[src/rtl/fts_pkg.sv]
// Package for the fence-tagged slot pool: field widths, operation codes and defaults.
// Used by every module of the block; depends on nothing.
package fts_pkg;

   // Field widths of the request and response beats.
   localparam int KIND_W  = 3;
   localparam int SLOT_W  = 4;
   localparam int FENCE_W = 64;
   localparam int COUNT_W = 5;

   // Operation codes carried in the kind field.
   localparam logic [KIND_W-1:0] KIND_ACQUIRE = 3'd0;
   localparam logic [KIND_W-1:0] KIND_RELEASE = 3'd1;
   localparam logic [KIND_W-1:0] KIND_SUBMIT  = 3'd2;
   localparam logic [KIND_W-1:0] KIND_RETIRE  = 3'd3;
   localparam logic [KIND_W-1:0] KIND_LIST    = 3'd4;

   // Pool size default, listing cap and the ceiling of the reported count.
   localparam int POOL_SLOTS_DEF = 16;
   localparam int MAX_RESULTS    = 16;
   localparam int RES_CNT_W      = $clog2(MAX_RESULTS);
   localparam int ACT_MAX        = 31;

endpackage

[src/rtl/fts_tag_store.sv]
// Fence tag store: one synchronous memory with a registered read port and a
// comparator of the read tag against the completed fence value. Depends on fts_pkg.
module fts_tag_store
   import fts_pkg::*;
#(
   parameter int POOL_SLOTS = POOL_SLOTS_DEF,
   localparam int IDX_W = $clog2(POOL_SLOTS)
) (
   input  logic               clock,
   input  logic               wr_en,
   input  logic [IDX_W-1:0]   wr_addr,
   input  logic [FENCE_W-1:0] wr_data,
   input  logic [IDX_W-1:0]   rd_addr,
   input  logic [FENCE_W-1:0] limit,
   output logic               rd_le
);

   logic [FENCE_W-1:0] tag_mem [POOL_SLOTS];
   logic [FENCE_W-1:0] rd_data_ff;

   // One write and one read per cycle; the read data is registered.
   always_ff @(posedge clock) begin
      if (wr_en) begin
         tag_mem[wr_addr] <= wr_data;
      end
      rd_data_ff <= tag_mem[rd_addr];
   end

   // The tag read last cycle has completed when it is at or below the limit.
   assign rd_le = (rd_data_ff <= limit);

endmodule

[src/rtl/fence_tagged_slot_pool_top.sv]
// Fence-tagged slot pool: top level with the operation sequencer and response register.
// Depends on fts_pkg and fts_tag_store.
//
// The pool hands out slots on acquire, closes them on release, tags closed slots with a
// fence value on submit and frees them once the completed fence value reaches the tag.
// One request is worked on at a time. Release and unknown codes go straight to the
// closing beat. Acquire walks the slots from zero upward, one slot per cycle through
// the single read port of the tag memory, and stops at the first slot it grants.
// Retire and submit walk every slot, and a list holds its scan while the response
// side stalls. Busy and tagged marks sit in flip-flops cleared by reset and closed
// marks in flip-flops set by it, so the tag memory needs no clearing pass and the
// block takes requests right after reset. A finished response waits in an output
// register while the next request is taken.
module fence_tagged_slot_pool_top
   import fts_pkg::*;
#(
   parameter int POOL_SLOTS = POOL_SLOTS_DEF
) (
   input  logic               clock,
   input  logic               reset,
   input  logic               req_valid,
   output logic               req_ready,
   input  logic [KIND_W-1:0]  req_kind,
   input  logic [SLOT_W-1:0]  req_slot,
   input  logic [FENCE_W-1:0] req_fence_value,
   output logic               rsp_valid,
   input  logic               rsp_ready,
   output logic [SLOT_W-1:0]  rsp_result_slot,
   output logic               rsp_slot_valid,
   output logic               rsp_last,
   output logic [COUNT_W-1:0] rsp_active_count
);

   localparam int IDX_W = $clog2(POOL_SLOTS);
   localparam int CNT_W = $clog2(POOL_SLOTS + 1);
   localparam logic [IDX_W-1:0] LAST_IDX = IDX_W'(POOL_SLOTS - 1);

   // Sequencer states.
   localparam logic [2:0] ST_IDLE = 3'd0;
   localparam logic [2:0] ST_ACQ  = 3'd1;
   localparam logic [2:0] ST_RET  = 3'd2;
   localparam logic [2:0] ST_SUB  = 3'd3;
   localparam logic [2:0] ST_LIST = 3'd4;
   localparam logic [2:0] ST_RESP = 3'd5;

   logic [2:0]            state_ff, state_in;
   logic [POOL_SLOTS-1:0] busy_ff, busy_in;
   logic [POOL_SLOTS-1:0] closed_ff, closed_in;
   logic [POOL_SLOTS-1:0] tagged_ff, tagged_in;
   logic [CNT_W-1:0]      count_ff, count_in;
   logic [IDX_W-1:0]      idx_ff, idx_in;
   logic [IDX_W-1:0]      ev_idx_ff, ev_idx_in;
   logic                  ev_valid_ff, ev_valid_in;
   logic                  issue_on_ff, issue_on_in;
   logic [RES_CNT_W-1:0]  listed_ff, listed_in;
   logic [FENCE_W-1:0]    fence_ff, fence_in;
   logic [SLOT_W-1:0]     res_slot_ff, res_slot_in;
   logic                  res_valid_ff, res_valid_in;

   logic                  rsp_valid_ff, rsp_valid_in;
   logic [SLOT_W-1:0]     rsp_slot_ff, rsp_slot_in;
   logic                  rsp_sv_ff, rsp_sv_in;
   logic                  rsp_last_ff, rsp_last_in;
   logic [COUNT_W-1:0]    rsp_count_ff, rsp_count_in;

   logic                  out_free;
   logic                  out_load;
   logic [SLOT_W-1:0]     out_slot;
   logic                  out_sv;
   logic                  out_last;
   logic [COUNT_W-1:0]    act_sat;
   logic                  tag_wr_en;
   logic                  tag_le;
   logic [POOL_SLOTS-1:0] listable;
   logic [POOL_SLOTS-1:0] above;
   logic                  more_above;
   logic                  scanning;
   logic                  ev_hit;

   // Tag memory: written only by submit, read only by acquire and retire.
   fts_tag_store #(
      .POOL_SLOTS(POOL_SLOTS)
   ) u_tags (
      .clock  (clock),
      .wr_en  (tag_wr_en),
      .wr_addr(idx_ff),
      .wr_data(fence_ff),
      .rd_addr(idx_ff),
      .limit  (fence_ff),
      .rd_le  (tag_le)
   );

   // Count seen by the response, capped at the field's ceiling.
   assign act_sat = (32'(count_ff) > 32'(ACT_MAX)) ? COUNT_W'(ACT_MAX) : COUNT_W'(count_ff);

   // Slots that a listing reports, and whether any lies above the current one.
   assign listable   = busy_ff & closed_ff;
   assign above      = listable >> idx_ff;
   assign more_above = |above[POOL_SLOTS-1:1];

   assign scanning = (state_ff == ST_ACQ) || (state_ff == ST_RET);
   assign ev_hit   = busy_ff[ev_idx_ff] & tagged_ff[ev_idx_ff] & tag_le;
   assign out_free = !rsp_valid_ff || rsp_ready;
   assign req_ready = (state_ff == ST_IDLE);

   // Sequencer: one slot per cycle unless a list waits on the output; tags are read the cycle before use.
   always_comb begin
      state_in     = state_ff;
      busy_in      = busy_ff;
      closed_in    = closed_ff;
      tagged_in    = tagged_ff;
      count_in     = count_ff;
      idx_in       = idx_ff;
      ev_idx_in    = idx_ff;
      ev_valid_in  = 1'b0;
      issue_on_in  = issue_on_ff;
      listed_in    = listed_ff;
      fence_in     = fence_ff;
      res_slot_in  = res_slot_ff;
      res_valid_in = res_valid_ff;
      tag_wr_en    = 1'b0;
      out_load     = 1'b0;
      out_slot     = '0;
      out_sv       = 1'b0;
      out_last     = 1'b1;

      case (state_ff)
         ST_IDLE: begin
            if (req_valid) begin
               fence_in     = req_fence_value;
               idx_in       = '0;
               issue_on_in  = 1'b1;
               listed_in    = '0;
               res_slot_in  = '0;
               res_valid_in = 1'b0;
               case (req_kind)
                  KIND_ACQUIRE: state_in = ST_ACQ;
                  KIND_SUBMIT:  state_in = ST_SUB;
                  KIND_RETIRE:  state_in = ST_RET;
                  KIND_LIST:    state_in = ST_LIST;
                  KIND_RELEASE: begin
                     if (32'(req_slot) < POOL_SLOTS) begin
                        closed_in[IDX_W'(req_slot)] = 1'b1;
                     end
                     state_in = ST_RESP;
                  end
                  default: state_in = ST_RESP;
               endcase
            end
         end

         ST_ACQ, ST_RET: begin
            // Issue side: step the read address until the last slot is read.
            if (issue_on_ff) begin
               ev_valid_in = 1'b1;
               idx_in      = idx_ff + IDX_W'(1);
               issue_on_in = (idx_ff != LAST_IDX);
            end
            // Evaluate side: the slot whose tag arrived this cycle.
            if (ev_valid_ff) begin
               if (state_ff == ST_ACQ) begin
                  if (!busy_ff[ev_idx_ff] || ev_hit) begin
                     if (!busy_ff[ev_idx_ff]) begin
                        count_in = count_ff + CNT_W'(1);
                     end
                     busy_in[ev_idx_ff]   = 1'b1;
                     closed_in[ev_idx_ff] = 1'b0;
                     tagged_in[ev_idx_ff] = 1'b0;
                     res_slot_in  = SLOT_W'(ev_idx_ff);
                     res_valid_in = 1'b1;
                     ev_valid_in  = 1'b0;
                     state_in     = ST_RESP;
                  end else if (ev_idx_ff == LAST_IDX) begin
                     state_in = ST_RESP;
                  end
               end else begin
                  if (ev_hit && closed_ff[ev_idx_ff]) begin
                     busy_in[ev_idx_ff]   = 1'b0;
                     tagged_in[ev_idx_ff] = 1'b0;
                     count_in = count_ff - CNT_W'(1);
                  end
                  if (ev_idx_ff == LAST_IDX) begin
                     state_in = ST_RESP;
                  end
               end
            end
         end

         ST_SUB: begin
            // Write the submitted fence to each busy, closed, untagged slot; a zero fence leaves it untagged.
            if (busy_ff[idx_ff] && closed_ff[idx_ff] && !tagged_ff[idx_ff]) begin
               tag_wr_en         = 1'b1;
               tagged_in[idx_ff] = (fence_ff != '0);
            end
            idx_in = idx_ff + IDX_W'(1);
            if (idx_ff == LAST_IDX) begin
               state_in = ST_RESP;
            end
         end

         ST_LIST: begin
            // One beat per busy closed slot; hold the scan while the output is full.
            if (listable[idx_ff]) begin
               if (out_free) begin
                  out_load = 1'b1;
                  out_slot = SLOT_W'(idx_ff);
                  out_sv   = 1'b1;
                  out_last = !more_above || (listed_ff == RES_CNT_W'(MAX_RESULTS - 1));
                  listed_in = listed_ff + RES_CNT_W'(1);
                  idx_in    = idx_ff + IDX_W'(1);
                  if (out_last) begin
                     state_in = ST_IDLE;
                  end
               end
            end else begin
               idx_in = idx_ff + IDX_W'(1);
               if (idx_ff == LAST_IDX) begin
                  state_in = ST_RESP;
               end
            end
         end

         ST_RESP: begin
            // Single closing beat of every operation but a non-empty listing.
            if (out_free) begin
               out_load = 1'b1;
               out_slot = res_slot_ff;
               out_sv   = res_valid_ff;
               state_in = ST_IDLE;
            end
         end

         default: state_in = ST_IDLE;
      endcase

      if (!scanning) begin
         ev_valid_in = 1'b0;
      end
   end

   // Response register: loaded by the sequencer, drained by the consumer.
   always_comb begin
      rsp_valid_in = rsp_valid_ff;
      rsp_slot_in  = rsp_slot_ff;
      rsp_sv_in    = rsp_sv_ff;
      rsp_last_in  = rsp_last_ff;
      rsp_count_in = rsp_count_ff;
      if (out_load) begin
         rsp_valid_in = 1'b1;
         rsp_slot_in  = out_slot;
         rsp_sv_in    = out_sv;
         rsp_last_in  = out_last;
         rsp_count_in = act_sat;
      end else if (rsp_ready) begin
         rsp_valid_in = 1'b0;
      end
   end

   // Control state.
   always_ff @(posedge clock) begin
      if (reset) begin
         state_ff     <= ST_IDLE;
         busy_ff      <= '0;
         closed_ff    <= '1;
         tagged_ff    <= '0;
         count_ff     <= '0;
         ev_valid_ff  <= 1'b0;
         issue_on_ff  <= 1'b0;
         rsp_valid_ff <= 1'b0;
      end else begin
         state_ff     <= state_in;
         busy_ff      <= busy_in;
         closed_ff    <= closed_in;
         tagged_ff    <= tagged_in;
         count_ff     <= count_in;
         ev_valid_ff  <= ev_valid_in;
         issue_on_ff  <= issue_on_in;
         rsp_valid_ff <= rsp_valid_in;
      end
   end

   // Payload and scan registers.
   always_ff @(posedge clock) begin
      idx_ff       <= idx_in;
      ev_idx_ff    <= ev_idx_in;
      listed_ff    <= listed_in;
      fence_ff     <= fence_in;
      res_slot_ff  <= res_slot_in;
      res_valid_ff <= res_valid_in;
      rsp_slot_ff  <= rsp_slot_in;
      rsp_sv_ff    <= rsp_sv_in;
      rsp_last_ff  <= rsp_last_in;
      rsp_count_ff <= rsp_count_in;
   end

   assign rsp_valid        = rsp_valid_ff;
   assign rsp_result_slot  = rsp_slot_ff;
   assign rsp_slot_valid   = rsp_sv_ff;
   assign rsp_last         = rsp_last_ff;
   assign rsp_active_count = rsp_count_ff;

endmodule

[config.mk]
export PLATFORM = sky130hd
export DESIGN_NAME = fence_tagged_slot_pool_top
export DESIGN_NICKNAME = d
export VERILOG_FILES = /design/src/rtl/fts_pkg.sv /design/src/rtl/fts_tag_store.sv /design/src/rtl/fence_tagged_slot_pool_top.sv
export SDC_FILE = /design/constraint.sdc
export NUM_CORES = 1
export LEC_CHECK = 0
export ABC_AREA = 1
export BUFFER_PORTS_ARGS = -buffer_cell sky130_fd_sc_hd__buf_2
export CAP_MARGIN = 20
export CORE_ASPECT_RATIO = 1.75
export CORE_MARGIN = 3
export CORE_UTILIZATION = 40
export CTS_CLUSTER_DIAMETER = 60
export DETAILED_ROUTE_END_ITERATION = 16
export SLEW_MARGIN = 20
export SYNTH_ARGS = -nofsm -noshare
export SYNTH_HDL_FRONTEND = slang
export SYNTH_SLANG_ARGS = --single-unit
[constraint.sdc]
create_clock -name clock -period 20.2 [get_ports clock]
set_input_delay 0 -clock clock [delete_from_list [all_inputs] [get_ports clock]]
set_output_delay 0 -clock clock [all_outputs]
set_load 0.05 [all_outputs]
==> qor.csv <==
stage,metric,value,unit
sta,max-slew violation count,0,
routing,DRC viols,0,
placement,Final HPWL DP,70.3,mm
clock_tree,CTS H-tree lvls,3,
layout,Area Growth Syn to Fin,14.5,%
die,IO Pins,88,
routing,DR iter-0 viols,2943,
yosys,sequential share of the synthesized area,71.7,%
yosys,"Avg Cell Area, Syn",12.0,um^2
sta,Tcrit/Tclk final,24.5,%
setup_path,Worst setup SP type,flip-flop,
layout,layout cell share with drive strength beyond 1,8.32,%
yosys,post-synthesis cell type count,42,
setup_path,critical path class,reg2reg,
routing,WL final,130,mm
clock_tree,# hold bufs at CTS,140,
clock_tree,post-cts sizing count,0,
sta,TNS Setup,0,ns
grt,initial antenna violation count,1,
die,CORE AREA,124000,um^2
routing,drt wl/cell,21.4,um
setup_path,r2r startpoint,ev_idx_in[0],
clock_tree,CTS tree,built,
setup_path,CP Capture Type,flip-flop,
routing,"antenna viol nets, final",0,
yosys,Synth Instances,4192,
routing,vias,33200,
clock_tree,root buffer selected by CTS,clkbuf_16,
clock_tree,clk sinks,1239,
setup_path,CP Data Required Time,20.51,ns
setup_path,FF-to-FF path depth,12,
placement,Port Buffers,87,
grt,total gr overflow,0,
yosys,post-synthesis cell area,50100,um^2
die,die height,474,um
die,Initial Util,40.3,%
routing,DR pass1 iterations,6,
placement,placer's final routability congestion estimate,0.889,
die,die area,130000,um^2
die,die width,274,um
sta,final hold slack,0.0604,ns
layout,Filler cells,11100,
setup_path,crit-path max FO,89,
pwr,maximum vdd drop,117,uV
pwr,LEAKAGE,19.7,nW
outcome,run status,finished clean,
setup_path,reg2reg end,u_tags.tag_mem[3][47],
sta,worst-margin pin slew,1.17,ns
grt,gr usage total,19.9,%
die,Site Rows,171,
worst_hold_path,hold depth,2,
sta,Final Setup Violations,0,
sta,maximum clock rate,202,MHz
routing,drt via density,5.45,
sta,Max-Slew Margin vs Limit,22.3,%
grt,first-pass GRT wire length,197,mm
clock_tree,Post-CTS Setup Bufs,0,
grt,vias in the first global route,32900,
worst_hold_path,min-delay src,req_fence_value[45],
yosys,Yosys reg bits,1239,
yosys,Synth Warn #,0,
setup_path,crit path DAT,5.27,ns
clock_tree,Num CTS Buffers,110,
flow_run,Max Cap Viol,0,
sta,Final min period,4.96,ns
worst_hold_path,Hold WC Path Type,in2reg,
pwr,Power Density,137,nW/um^2
sta,Final Skew,0.0612,ns
grt,pin count of the biggest net entering global routing,217,
yosys,syn_nets,4340,
sta,unrepaired setup endpoints after global routing,false,
clock_tree,Skew-Pair Late Insertion Delay,0.75,ns
clock_tree,CTS Buffer Depth,3,
worst_hold_path,hold endpoint,fence_ff[45],
layout,NumNets Final,4497,
clock_tree,register clock-pin slew on the reported worst setup and hold paths,0.07,ns
setup_path,"reg-to-reg slack, setup",15.24,ns
sta,endpoints failing hold,0,
[state kept, by name, summed over array words and instances, names as in the netlist, 5 cells and up, named ones only]
signal and count:
u_tags.rd_data_ff 64, closed_ff 16, fence_ff 64, rsp_active_count 5
tagged_ff 16, u_tags.tag_mem 1024, act_sat 5
[metal layers]
layer	global-route usage, %	vias up	share of wire [%]
met5	0	-	0
met4	7.63	0	3.5
met3	2.61	275	4.7
met2	36.3	968	53
met1	23.6	16500	39
li1	-	15400	-
[critical path, cell delays in order (launching register included)]
cell and delay (ns):
edfxtp_1 0.33, buf_4 0.42, buf_4 0.80, nand3_1 0.16, o21a_1 0.18, nand2_1 0.07, nand2_1 0.10, nand2_1 0.07
nand2_1 0.10, nor2_4 0.22, nand2_2 0.28, nor3_2 0.77, buf_4 0.96
[kinds of logic (layout without fill, tap and decap cells)]
logic type                 count (synthesis)  after routing  synth area share [%]
AOI/OAI and AO/OA                        982            982                  10.8
xor gates and xnor gates                   7              7                 0.122
adders and majority gates                 73             73                  1.84
buffers and inverters                    457            711                  3.63
DFF                                     1239           1239                  71.7
other                                      0              1                     0
and+or+nand+nor                         1434           1434                  11.9
[per-stage QoR]
step,cell area (um^2),utilization [%],power (mW),instances,worst slack (ns)
2_1_floorplan,50100,-,4.94,4192,11.38
3_3_place_gp,52200,42.0,5.68,5740,15.22
3_5_place_dp,52200,42.0,5.72,5740,15.13
4_1_cts,57400,46.2,7.92,6089,15.09
5_1_grt,57400,46.2,8.31,6090,14.96
6_report,57400,46.2,7.86,6090,15.24
[placed cells by master, fill, tap and decap left out, types with 13 or more instances in the layout]
cell type and instances:
dlygate4sd3_1 140, nand2_1 537, nand4_1 105, edfxtp_1 1112, clkbuf_1 29, dfxtp_1 127
buf_4 60, ha_1 72, nor2_1 649, inv_1 205, buf_2 87, o21ai_1 13
a32o_1 16, bufinv_16 13, clkinv_2 13, nand3b_1 15, a21oi_1 67, o22ai_1 277
clkinv_1 16, o21ai_0 582, nor3_1 15, clkbuf_16 110, nand3_1 57
[power by group]
part / switching [mW] / leakage (nW) / total [mW] / internal [mW]
combinational: 1.63 / 6.82 / 2.31 / 0.682
clock: 0.956 / 1.81 / 2.17 / 1.22
sequential: 0.233 / 11.1 / 3.37 / 3.14
total: 2.82 / 19.7 / 7.86 / 5.04
[worst max-delay path by stage]
stage / end / slack, ns / start
final: u_tags.tag_mem[3][47] / 15.24 / ev_idx_in[0]
after global routing: u_tags.tag_mem[3][44] / 14.96 / ev_idx_in[0]
after CTS: u_tags.tag_mem[3][42] / 15.09 / ev_idx_in[0]
after detailed placement: u_tags.tag_mem[3][21] / 15.13 / ev_idx_in[0]
after global placement: u_tags.tag_mem[3][17] / 15.22 / ev_idx_in[0]
after floorplan: u_tags.tag_mem[12][0] / 11.38 / ev_idx_in[0]
[cells in the mapped netlist, drive strengths merged]
cell type | n | area (um^2)
o22ai | 277 | 1730
o21a | 5 | 37.5
o211ai | 7 | 52.6
a21o | 2 | 15.0
nor4 | 19 | 119
clkinv | 2 | 7.51
a22oi | 2 | 15.0
inv | 210 | 788
fa | 1 | 20.0
nor2 | 660 | 2490
o221ai | 2 | 17.5
a32o | 16 | 160
o31ai | 1 | 7.51
dfxtp | 127 | 2540
edfxtp | 1112 | 33400
o21ai | 597 | 3000
buf | 39 | 250
clkbuf | 206 | 773
nand3 | 69 | 405
a31oi | 4 | 25.0
ha | 72 | 901
xor2 | 6 | 52.6
nand3b | 15 | 113
nand4 | 105 | 657
nor3 | 22 | 125
a21oi | 68 | 352
nand2 | 544 | 2060
a211oi | 1 | 7.51
xnor2 | 1 | 8.76
[final cells by class]
cell class / count / area (um^2) / area share, %
Sequential cell: 1239 / 35900 / 62.6
Multi-Input combinational cell: 2496 / 12500 / 21.8
Clock buffer: 148 / 2990 / 5.20
Timing Repair Buffer: 290 / 2340 / 4.07
Tap cell: 1643 / 2060 / 3.58
Inverter: 212 / 813 / 1.42
Clock inverter: 61 / 776 / 1.35
Antenna cell: 1 / 2.50 / 0.00436
No activity file was read; power rests on OpenSTA's default activity.
